--- src/rtl/sgad_pkg.sv ---
`timescale 1ns / 1ps

package sgad_pkg;

	localparam int unsigned StickW     = 12;
	localparam int unsigned HoldW      = 10;
	localparam int unsigned SwingW     = 3;
	localparam int unsigned ArmCountW  = 11;
	localparam int unsigned CfgIndexW  = 2;
	localparam int unsigned CfgDataW   = 10;

	// Stick thresholds in microseconds
	localparam logic [StickW-1:0] YawArmMax      = 12'd1300;
	localparam logic [StickW-1:0] ThrottleLowMax = 12'd1200;
	localparam logic [StickW-1:0] PitchArmMax    = 12'd1300;
	localparam logic [StickW-1:0] RollArmMin     = 12'd1700;
	localparam logic [StickW-1:0] YawDisarmMin   = 12'd1700;
	localparam logic [StickW-1:0] RollLeftMin    = 12'd1750;
	localparam logic [StickW-1:0] RollRightMax   = 12'd1250;

	// Register reset values
	localparam logic [HoldW-1:0]  ArmHoldReset    = 10'd100;
	localparam logic [HoldW-1:0]  DisarmHoldReset = 10'd50;
	localparam logic [SwingW-1:0] CalibSwingReset = 3'd3;

	// Register indexes
	localparam logic [CfgIndexW-1:0] RegArmHold    = 2'd0;
	localparam logic [CfgIndexW-1:0] RegDisarmHold = 2'd1;
	localparam logic [CfgIndexW-1:0] RegCalibSwing = 2'd2;

	typedef struct packed {
		logic [HoldW-1:0]  arm_hold_ticks;
		logic [HoldW-1:0]  disarm_hold_ticks;
		logic [SwingW-1:0] calib_swings;
	} cfg_t;

	typedef struct packed {
		logic                 armed_flag;
		logic [ArmCountW-1:0] arm_tick_count;
		logic [HoldW-1:0]     disarm_tick_count;
		logic [SwingW-1:0]    left_swing_count;
		logic [SwingW-1:0]    right_swing_count;
		logic                 arm_pose_flag;
		logic                 disarm_pose_flag;
	} state_t;

	typedef struct packed {
		logic armed;
		logic arm_event;
		logic disarm_event;
		logic calibrate_event;
		logic arm_pose_held;
		logic disarm_pose_held;
	} result_t;

	typedef struct packed {
		logic [StickW-1:0] roll;
		logic [StickW-1:0] pitch;
		logic [StickW-1:0] throttle;
		logic [StickW-1:0] yaw;
	} sticks_t;

endpackage

--- src/rtl/sgad_cfg.sv ---
`timescale 1ns / 1ps

module sgad_cfg (
	input  logic                            clk,
	input  logic                            arst_n,
	input  logic                            cfg_valid,
	output logic                            cfg_ready,
	input  logic [sgad_pkg::CfgIndexW-1:0]  cfg_index,
	input  logic [sgad_pkg::CfgDataW-1:0]   cfg_data,
	output sgad_pkg::cfg_t                  cfg
);

	sgad_pkg::cfg_t cfg_q;

	assign cfg_ready = 1'b1;
	assign cfg      = cfg_q;

	// Ignore writes to indexes past the register list
	always_ff @(posedge clk or negedge arst_n) begin
		if (!arst_n) begin
			cfg_q.arm_hold_ticks    <= sgad_pkg::ArmHoldReset;
			cfg_q.disarm_hold_ticks <= sgad_pkg::DisarmHoldReset;
			cfg_q.calib_swings      <= sgad_pkg::CalibSwingReset;
		end else if (cfg_valid && cfg_ready) begin
			unique case (cfg_index)
				sgad_pkg::RegArmHold: begin
					cfg_q.arm_hold_ticks <= cfg_data[sgad_pkg::HoldW-1:0];
				end
				sgad_pkg::RegDisarmHold: begin
					cfg_q.disarm_hold_ticks <= cfg_data[sgad_pkg::HoldW-1:0];
				end
				sgad_pkg::RegCalibSwing: begin
					cfg_q.calib_swings <= cfg_data[sgad_pkg::SwingW-1:0];
				end
				default: begin
				end
			endcase
		end
	end

endmodule

--- src/rtl/sgad_core.sv ---
`timescale 1ns / 1ps

module sgad_core (
	input  sgad_pkg::cfg_t    cfg,
	input  sgad_pkg::state_t  cur,
	input  sgad_pkg::sticks_t sticks,
	output sgad_pkg::state_t  nxt,
	output sgad_pkg::result_t res
);

	localparam logic [sgad_pkg::SwingW-1:0]    SwingMax  = '1;
	localparam logic [sgad_pkg::ArmCountW-1:0] ArmMax    = '1;
	localparam logic [sgad_pkg::HoldW-1:0]     DisarmMax = '1;

	logic [sgad_pkg::SwingW-1:0] left_c, right_c;
	logic                        cal_ev;
	logic [sgad_pkg::ArmCountW-1:0] arm_cnt_a;
	logic                        arm_flag_a, armed_a, arm_ev;
	logic [sgad_pkg::HoldW-1:0]  dis_cnt_d;
	logic                        dis_flag_d, armed_d, dis_ev;

	// Calibrate swings
	always_comb begin
		left_c  = cur.left_swing_count;
		right_c = cur.right_swing_count;
		cal_ev  = 1'b0;
		if (!cur.armed_flag) begin
			if (sticks.roll > sgad_pkg::RollLeftMin && left_c == right_c) begin
				left_c = (left_c < SwingMax) ? left_c + 1'b1 : SwingMax;
			end
			if (sticks.roll < sgad_pkg::RollRightMax && left_c > right_c) begin
				right_c = (right_c < SwingMax) ? right_c + 1'b1 : SwingMax;
			end
			if (left_c == cfg.calib_swings && right_c == cfg.calib_swings) begin
				cal_ev  = 1'b1;
				left_c  = '0;
				right_c = '0;
			end
		end
	end

	// Arming pose; a partial pose holds count and flag
	always_comb begin
		arm_cnt_a  = cur.arm_tick_count;
		arm_flag_a = cur.arm_pose_flag;
		armed_a    = cur.armed_flag;
		arm_ev     = 1'b0;
		if (!cur.armed_flag) begin
			if (sticks.yaw < sgad_pkg::YawArmMax &&
			    sticks.throttle < sgad_pkg::ThrottleLowMax) begin
				if (sticks.pitch < sgad_pkg::PitchArmMax &&
				    sticks.roll > sgad_pkg::RollArmMin) begin
					arm_flag_a = 1'b1;
					arm_cnt_a  = (arm_cnt_a < ArmMax) ? arm_cnt_a + 1'b1 : ArmMax;
				end
			end else begin
				arm_flag_a = 1'b0;
				arm_cnt_a  = '0;
			end
			if (arm_cnt_a > {1'b0, cfg.arm_hold_ticks}) begin
				arm_cnt_a  = '0;
				arm_flag_a = 1'b0;
				armed_a    = 1'b1;
				arm_ev     = 1'b1;
			end
		end
	end

	// Disarming pose, seen with the armed state the arm check leaves
	always_comb begin
		dis_cnt_d  = cur.disarm_tick_count;
		dis_flag_d = cur.disarm_pose_flag;
		armed_d    = armed_a;
		dis_ev     = 1'b0;
		if (armed_a) begin
			if (sticks.yaw > sgad_pkg::YawDisarmMin &&
			    sticks.throttle < sgad_pkg::ThrottleLowMax) begin
				dis_flag_d = 1'b1;
				dis_cnt_d  = (dis_cnt_d < DisarmMax) ? dis_cnt_d + 1'b1 : DisarmMax;
			end else begin
				dis_flag_d = 1'b0;
				dis_cnt_d  = '0;
			end
			if (dis_cnt_d == cfg.disarm_hold_ticks) begin
				dis_cnt_d  = '0;
				dis_flag_d = 1'b0;
				armed_d    = 1'b0;
				dis_ev     = 1'b1;
			end
		end
	end

	always_comb begin
		nxt.armed_flag        = armed_d;
		nxt.arm_tick_count    = arm_cnt_a;
		nxt.disarm_tick_count = dis_cnt_d;
		nxt.left_swing_count  = left_c;
		nxt.right_swing_count = right_c;
		nxt.arm_pose_flag     = arm_flag_a;
		nxt.disarm_pose_flag  = dis_flag_d;

		res.armed            = armed_d;
		res.arm_event        = arm_ev;
		res.disarm_event     = dis_ev;
		res.calibrate_event  = cal_ev;
		res.arm_pose_held    = arm_flag_a;
		res.disarm_pose_held = dis_flag_d;
	end

endmodule

--- src/rtl/stick_gesture_arm_disarm_detector.sv ---
`timescale 1ns / 1ps

// Stick gesture arm/disarm detector.
// Input channel: in_valid / in_stall with one control tick of four stick pulse
// widths (roll, pitch, throttle, yaw). A request is taken at a clock edge with
// in_valid high and in_stall low.
// Output channel: out_valid / out_stall with one result per tick: armed state,
// arm, disarm and calibrate events, and the two pose-held flags.
// Configuration: cfg_valid / cfg_ready write channel, cfg_index selects arm
// hold (0), disarm hold (1) or calibration swing count (2); other indexes are
// dropped. cfg_ready is always high. Write only while the block is idle.
// Path: a request is registered in the input stage, evaluated against the
// gesture state in one pass and loaded into the output register as it leaves
// the input stage, which waits while a stalled result fills the output register.
// Throughput is one tick per cycle while out_stall is low; the gesture state
// register updates as a tick leaves the input stage, so back-to-back ticks chain.
// Reset (arst_n low, asynchronous): disarmed, all counters and flags cleared,
// registers back to 100 / 50 / 3, both stages empty.
// Stall: while out_stall holds a valid result, the input stage holds its tick
// and in_stall rises once that stage is full; no request is lost.

module stick_gesture_arm_disarm_detector (
	input  logic                           clk,
	input  logic                           arst_n,

	input  logic                           in_valid,
	output logic                           in_stall,
	input  logic [sgad_pkg::StickW-1:0]    roll_stick,
	input  logic [sgad_pkg::StickW-1:0]    pitch_stick,
	input  logic [sgad_pkg::StickW-1:0]    throttle_stick,
	input  logic [sgad_pkg::StickW-1:0]    yaw_stick,

	output logic                           out_valid,
	input  logic                           out_stall,
	output logic                           armed,
	output logic                           arm_event,
	output logic                           disarm_event,
	output logic                           calibrate_event,
	output logic                           arm_pose_held,
	output logic                           disarm_pose_held,

	input  logic                           cfg_valid,
	output logic                           cfg_ready,
	input  logic [sgad_pkg::CfgIndexW-1:0] cfg_index,
	input  logic [sgad_pkg::CfgDataW-1:0]  cfg_data
);

	sgad_pkg::cfg_t    cfg;
	sgad_pkg::state_t  state_q, state_nxt;
	sgad_pkg::sticks_t sticks_s1;
	sgad_pkg::result_t res_nxt, res_s2;
	logic              valid_s1, valid_s2;
	logic              advance_s1;

	sgad_cfg u_cfg (
		.clk       (clk),
		.arst_n    (arst_n),
		.cfg_valid (cfg_valid),
		.cfg_ready (cfg_ready),
		.cfg_index (cfg_index),
		.cfg_data  (cfg_data),
		.cfg       (cfg)
	);

	sgad_core u_core (
		.cfg    (cfg),
		.cur    (state_q),
		.sticks (sticks_s1),
		.nxt    (state_nxt),
		.res    (res_nxt)
	);

	// Move the input stage on whenever the output register is free or draining
	assign advance_s1 = valid_s1 && (!valid_s2 || !out_stall);
	assign in_stall   = valid_s1 && !advance_s1;

	// Input stage: take a new request whenever the stage is empty or moving on
	always_ff @(posedge clk or negedge arst_n) begin
		if (!arst_n) begin
			valid_s1 <= 1'b0;
		end else if (!in_stall) begin
			valid_s1 <= in_valid;
		end
	end

	always_ff @(posedge clk) begin
		if (!in_stall && in_valid) begin
			sticks_s1.roll     <= roll_stick;
			sticks_s1.pitch    <= pitch_stick;
			sticks_s1.throttle <= throttle_stick;
			sticks_s1.yaw      <= yaw_stick;
		end
	end

	// Gesture state commits exactly once per tick, as it leaves the input stage
	always_ff @(posedge clk or negedge arst_n) begin
		if (!arst_n) begin
			state_q <= '0;
		end else if (advance_s1) begin
			state_q <= state_nxt;
		end
	end

	// Output register: load on advance, drop once taken
	always_ff @(posedge clk or negedge arst_n) begin
		if (!arst_n) begin
			valid_s2 <= 1'b0;
		end else if (advance_s1) begin
			valid_s2 <= 1'b1;
		end else if (!out_stall) begin
			valid_s2 <= 1'b0;
		end
	end

	always_ff @(posedge clk) begin
		if (advance_s1) begin
			res_s2 <= res_nxt;
		end
	end

	assign out_valid        = valid_s2;
	assign armed            = res_s2.armed;
	assign arm_event        = res_s2.arm_event;
	assign disarm_event     = res_s2.disarm_event;
	assign calibrate_event  = res_s2.calibrate_event;
	assign arm_pose_held    = res_s2.arm_pose_held;
	assign disarm_pose_held = res_s2.disarm_pose_held;

endmodule

--- config.mk ---
export PLATFORM = sky130hd
export DESIGN_NAME = stick_gesture_arm_disarm_detector
export DESIGN_NICKNAME = d
export VERILOG_FILES = /design/src/rtl/sgad_pkg.sv /design/src/rtl/sgad_cfg.sv /design/src/rtl/sgad_core.sv /design/src/rtl/stick_gesture_arm_disarm_detector.sv
export SDC_FILE = /design/constraint.sdc
export NUM_CORES = 1
export LEC_CHECK = 0
export BUFFER_PORTS_ARGS = -buffer_cell sky130_fd_sc_hd__clkbuf_2
export CORE_ASPECT_RATIO = 0.75
export CORE_MARGIN = 2
export CORE_UTILIZATION = 35
export CTS_CLUSTER_SIZE = 20
export DETAILED_ROUTE_END_ITERATION = 7
export PLACE_DENSITY = 0.6
export REMOVE_ABC_BUFFERS = 1
export SYNTH_ARGS = -nofsm -noshare
export SYNTH_HDL_FRONTEND = slang
export SYNTH_HIERARCHICAL = 1
export SYNTH_SLANG_ARGS = --single-unit
--- constraint.sdc ---
create_clock -name clk -period 4.25 [get_ports clk]
set_input_delay 0.85 -clock clk [delete_from_list [all_inputs] [get_ports clk]]
set_output_delay 0.85 -clock clk [all_outputs]
set_load 0.005 [all_outputs]
== Word level (Yosys, flattened, before mapping) ==
Index checks and enable logic that the tools add are counted.

* Multiplexer cells: 32
* Reductions and logical operators: 20
* Bitwise gates (word level): 1
* Magnitude comparators: 13
* Eq/ne operators: 7
* Add/subtract/negate cells: 4

{| class="wikitable"
|+ Operators by type and width
! operator !! number
|-
| 11-bit 2-to-1 mux || 5
|-
| 12-bit by 11-bit < comparator with 1-bit output, second input constant || 4
|-
| 10-bit 2-to-1 mux || 4
|-
| 12-bit by 11-bit > comparator with 1-bit output, second input constant || 3
|-
| 3-bit 2-to-1 mux || 8
|-
| 1-bit 2-to-1 mux || 15
|-
| 11-bit by 1-bit adder with 11-bit output, second input constant || 1
|-
| 11-bit by 10-bit > comparator with 1-bit output || 1
|-
| 11-bit < comparator, second input constant || 1
|-
| 10-bit by 1-bit adder with 10-bit output, second input constant || 1
|-
| 10-bit equality test || 1
|-
| 10-bit < comparator, second input constant || 1
|-
| 2-bit AND reduction || 5
|-
| 3-bit equality test || 3
|-
| 1-bit logical AND || 9
|-
| 3-bit by 1-bit adder with 3-bit output, second input constant || 2
|-
| 3-bit < comparator, second input constant || 2
|-
| 1-bit zero test || 4
|-
| 3-bit > comparator || 1
|-
| 2-bit by 1-bit equality test with 1-bit output, second input constant || 1
|-
| 2-bit equality test, second input constant || 1
|-
| 2-bit zero test || 1
|-
| 2-bit by 1-bit inequality test with 1-bit output, second input constant || 1
|-
| 1-bit logical OR || 1
|-
| 1-bit NOT || 1
|}

* Output and inout bits: 9
* Flip-flop bits (word level): 109
* Input port bits: 65
* Word-level logic and storage cells: 99

== Longest topological paths before layout ==
* Depth in word-level cells: 12
* Mapped depth: 20
* Depth with buffers taken out: 18

== By module ==
Netlist, hierarchy kept.

{| class="wikitable"
|+ By module, submodules not included
! module !! sequential area each (µm²) !! area an instance (µm²) !! times used !! cells each
|-
| stick_gesture_arm_disarm_detector || 2422.3 || 2846.5 || 1 || 125
|-
| sgad_core || 0.0 || 2194.6 || 1 || 340
|-
| sgad_cfg || 585.6 || 943.4 || 1 || 53
|}

== Worst setup path before layout ==
OpenSTA, ideal clock, no wires.

* Path type: register to register
* Start point: reg sticks_s1[33] (netlist bit)
* End point: reg state_q[0] (netlist bit)
* Stages on the path, launching flop included: 19
* Required time: 4.125 ns
* Clock period less this slack: 3.859 ns
* Data arrival time: 3.735 ns
* Library setup time: 0.125 ns
* Setup slack: 0.391 ns
* Cell sequence: edfxtp_1 > nor4_1 > a21oi_1 > a221o_1 > nor2_1 > clkbuf_1 > nor2_1 > a311oi_1 > ha_1 > nor2b_1 > o21a_1 > o21a_1 > o221ai_1 > nand4_2 > nand2_2 > a21oi_2 > a21o_1 > buf_4 > mux2_2

* Word-level cells in the longest chain between the ends: 9

{| class="wikitable"
|+ RTL lines
! element !! line !! source
|-
| from (decl) || stick_gesture_arm_disarm_detector.sv:50 || <nowiki>sgad_pkg::sticks_t sticks_s1;</nowiki>
|-
| 12-bit by 11-bit < comparator with 1-bit output || sgad_core.sv:51 || <nowiki>if (sticks.pitch < sgad_pkg::PitchArmMax &&</nowiki>
|-
| 1-bit logical AND || sgad_core.sv:51 ||
|-
| 11-bit 2-to-1 mux || sgad_core.sv:51 ||
|-
| 11-bit 2-to-1 mux || sgad_core.sv:49 || <nowiki>if (sticks.yaw < sgad_pkg::YawArmMax &&</nowiki>
|-
| 11-bit 2-to-1 mux || sgad_core.sv:48 || <nowiki>if (!cur.armed_flag) begin</nowiki>
|-
| 11-bit by 10-bit > comparator with 1-bit output || sgad_core.sv:60 || <nowiki>if (arm_cnt_a > {1'b0, cfg.arm_hold_ticks}) begin</nowiki>
|-
| 1-bit 2-to-1 mux || sgad_core.sv:60 ||
|-
| 1-bit 2-to-1 mux || sgad_core.sv:48 ||
|-
| 1-bit 2-to-1 mux || sgad_core.sv:75 || <nowiki>if (armed_a) begin</nowiki>
|-
| named net u_core.dis_flag_d || sgad_core.sv:20 || <nowiki>logic dis_flag_d, armed_d, dis_ev;</nowiki>
|-
| to (signal assigned) || stick_gesture_arm_disarm_detector.sv:100 || <nowiki>state_q <= state_nxt;</nowiki>
|-
| to (decl) || stick_gesture_arm_disarm_detector.sv:49 || <nowiki>sgad_pkg::state_t state_q, state_nxt;</nowiki>
|}

The timed path passes the listed nets, and every way through them passes these cells. The select of a mux whose other input is x is not followed.
A chain may end at the register's enable or synchronous reset.

== Worst setup path after layout ==
* Start point: reg sticks_s1[47] (netlist bit)
* End point: reg state_q[6] (netlist bit)

* Word-level cells in the longest chain between the ends: 11
* Elaborated cells on any way between the ends: 13

{| class="wikitable"
|+ RTL lines
! element !! line !! source
|-
| 12-bit by 11-bit > comparator with 1-bit output || sgad_core.sv:28 || <nowiki>if (sticks.roll > sgad_pkg::RollLeftMin && left_c == right_c) begin</nowiki>
|-
| 1-bit logical AND || sgad_core.sv:28 ||
|-
| 3-bit 2-to-1 mux || sgad_core.sv:28 ||
|-
| 3-bit 2-to-1 mux || sgad_core.sv:27 || <nowiki>if (!cur.armed_flag) begin</nowiki>
|-
| 3-bit > comparator || sgad_core.sv:31 || <nowiki>if (sticks.roll < sgad_pkg::RollRightMax && left_c > right_c) begin</nowiki>
|-
| 1-bit logical AND || sgad_core.sv:31 ||
|-
| 3-bit 2-to-1 mux || sgad_core.sv:31 ||
|-
| 3-bit 2-to-1 mux || sgad_core.sv:27 ||
|-
| 3-bit equality test || sgad_core.sv:34 || <nowiki>if (left_c == cfg.calib_swings && right_c == cfg.calib_swings) begin</nowiki>
|-
| 1-bit logical AND || sgad_core.sv:34 ||
|-
| 3-bit 2-to-1 mux * || sgad_core.sv:34 ||
|}

Every way passes the cells marked *; elsewhere a longest branch is shown, timed or not. The select of a mux whose other input is x is not followed.

==> metrics.txt <==
status complete, no violations; Skew-Pair Late Insertion Delay 0.35 ns; Avg Inst Size Synth 11.3 µm²; Gate power share between 20% and 30%; antenna-violating nets left 0; PwrDens 453 mW/mm²; CTS tree done; global-route wire length before repair ~21000 µm; overall die width 153 µm; grt total ovfl 0; hold depth 1; crit end category flip-flop; Die Y 116 µm; clk_skew 0.0124 ns; Least-Margin Pin Slew 0.973 ns; row count 40; crit path kind flip-flop to flip-flop; Port Buffer Count 66; crit path DAT roughly 4.3 ns; Hold Path End out_valid$_DFFE_PN0P_; R2R Path Start sticks_s1[47]$_DFFE_PP_; Worst Path Max Fanout 6; Sink Count 103; Core Area 0.0161 mm²; CP Launch Type flip-flop; sequential cell area 0.00283 mm²; Hold WC Path Type flip-flop to flip-flop; total power 3.08 mW; placed wire-length estimate 9710 µm; max-slew violations 0; worst reg2reg path endpoint state_q[6]$_DFFE_PN0P_; Final Cycle Share 95.2%; Ports 74; vias in the first global route ~4300; Hold Buf Count CTS 0; Final #Nets 673; Post-Syn Instances 512; clock tree buffer depth 2; area of the multi-input gates 0.00277 mm²; Fin. Hold Viols 0; minimum clock period a little over 4 ns; switching part of the total 31.4%; Max Cap Violations 0; reg2reg setup slack roughly 0.20 ns; cell internal pwr 2.12 mW; Layout area overhead 17.1%; maximum vdd drop 242 µV; # fillers between 1500 and 2000; Ys Warns 6; number of buffers created by CTS 9; Reg2Reg Depth 17; share of cells above drive strength 1 33.4%; Via density 5.51; final core occ 42.2%; routed via count 4442; Lkg Pwr 2.82 nW; wirelength, routed 13400 µm; endpoints failing setup 0; initial antenna violation count 0; final RePlAce weighted congestion 0.877; largest net degree at the start of global routing 43; Detailed Route Iter0 Violations 326; Die ar. 0.0176 mm²; WL per Instance around 17 µm; Slew HR 35.1%; Critical Path RT 4.49 ns; Initial Util between 30% and 40%; ANT cells 0; Flop pwr share 42.1%; clk slew on worst S/H paths 0.08 ns; Psw 967 µW; DR DRC count 0; Mapped Area 0.00580 mm²; hold path start valid_s1$_DFFE_PN0N_; Clock Tree Root clkbuf_16; GRT Util Overall 15.1%; Clock Power Share 29.0%; Setup TNS 0 ns; Fmax approximately 250 MHz; drt pass-1 iters 7; CTS H-Tree Depth 3
==> worst max-delay path: stages (launching register included) <==
cell,delay (ns)
edfxtp_1,0.43
or3_1,0.44
nor4_2,0.27
nand4b_1,0.26
buf_4,0.16
o2bb2ai_1,0.09
ha_1,0.31
nor2b_1,0.13
o21ai_0,0.10
a221oi_2,0.23
buf_4,0.17
mux2_2,0.36
nor2_1,0.12
a22oi_2,0.11
nor4_4,0.23
buf_4,0.20
a21oi_1,0.04
mux2_2,0.26
==> metal layers <==
layer  track usage (%)  vias to the layer above  wire [µm]
met5                 0                        -          0
met4              3.02                        0         79
met3              3.22                       10        717
met2              25.6                      144       6400
met1              20.2                     2189       6160
li1                  -                     2099          -
==> cells in the final DEF, fill, tap and decap left out, types with 5 or more instances in the layout <==
| cell | instances |
|---|---|
| dfrtp_1 | 47 |
| o21ai_0 | 14 |
| buf_4 | 26 |
| and3_1 | 8 |
| nor2_1 | 31 |
| nand3_1 | 19 |
| o211ai_1 | 5 |
| edfxtp_1 | 48 |
| a21oi_1 | 19 |
| a211oi_1 | 6 |
| o31ai_1 | 5 |
| or3_1 | 5 |
| nand4_1 | 10 |
| ha_1 | 17 |
| o21a_1 | 5 |
| a22o_1 | 13 |
| a31oi_1 | 6 |
| a21o_1 | 6 |
| clkbuf_16 | 9 |
| dfstp_2 | 8 |
| inv_1 | 21 |
| mux2_2 | 44 |
| nor3_1 | 12 |
| and2_1 | 6 |
| mux2i_1 | 7 |
| clkbuf_2 | 66 |
| nand2_1 | 39 |
| mux2_4 | 11 |
==> timing repair <==
item	CTS	global route
gates resized for setup	0	13
buffers inserted	0	10
endpoints found under the setup margin	0	31
==> layout make-up <==
type	count	share of cell area, %
clock inverters	7	1.40
flip-flops and latches	103	41.6
well taps	210	3.87
repair buffers	93	7.90
clock buffers	9	3.31
inverters	21	1.16
multi-input cells	363	40.8
==> power groups by stage <==
| stage | clock network (mW) | registers (mW) | logic, mW |
|---|---|---|---|
| after floorplan | 0 | 1.31 | 0.553 |
| after global placement | 0 | 1.31 | 0.806 |
| after detailed placement | 0 | 1.32 | 0.843 |
| after CTS | 0.911 | 1.30 | 0.850 |
| after global routing | 0.955 | 1.32 | 0.980 |
| final | 0.895 | 1.30 | 0.889 |
==> flip-flops by register name (all words and copies together), names as in the netlist <==
name              count
sticks_s1            42
disarm_pose_held      1
disarm_event          1
state_q              30
u_cfg/cfg            23
arm_pose_held         1
calibrate_event       1
armed                 1
out_valid             1
arm_event             1
valid_s1              1
==> how the worst max path moves through the flow <==
stage,depth (start not counted),end,start
global placement,18,state_q[10]$_DFFE_PN0P_,sticks_s1[33]$_DFFE_PP_
finish,17,state_q[6]$_DFFE_PN0P_,sticks_s1[47]$_DFFE_PP_
floorplan,16,state_q[10]$_DFFE_PN0P_,sticks_s1[33]$_DFFE_PP_
CTS,15,state_q[3]$_DFFE_PN0P_,sticks_s1[47]$_DFFE_PP_
detailed placement,15,state_q[3]$_DFFE_PN0P_,sticks_s1[47]$_DFFE_PP_
global route,17,state_q[5]$_DFFE_PN0P_,sticks_s1[47]$_DFFE_PP_
==> stage by stage <==
step           setup WS (ns)  cells  instance area [µm²]  hold WS [ns]
4_1_cts               0.0294    796                 6660         0.497
2_1_floorplan          0.136    487                 5620         0.456
5_1_grt              -0.0202    806                 6800         0.513
3_5_place_dp          0.0697    780                 6340         0.484
3_3_place_gp           0.173    780                 6340         0.466
6_report               0.202    806                 6800         0.494
No activity file was read; power rests on OpenSTA's default activity.
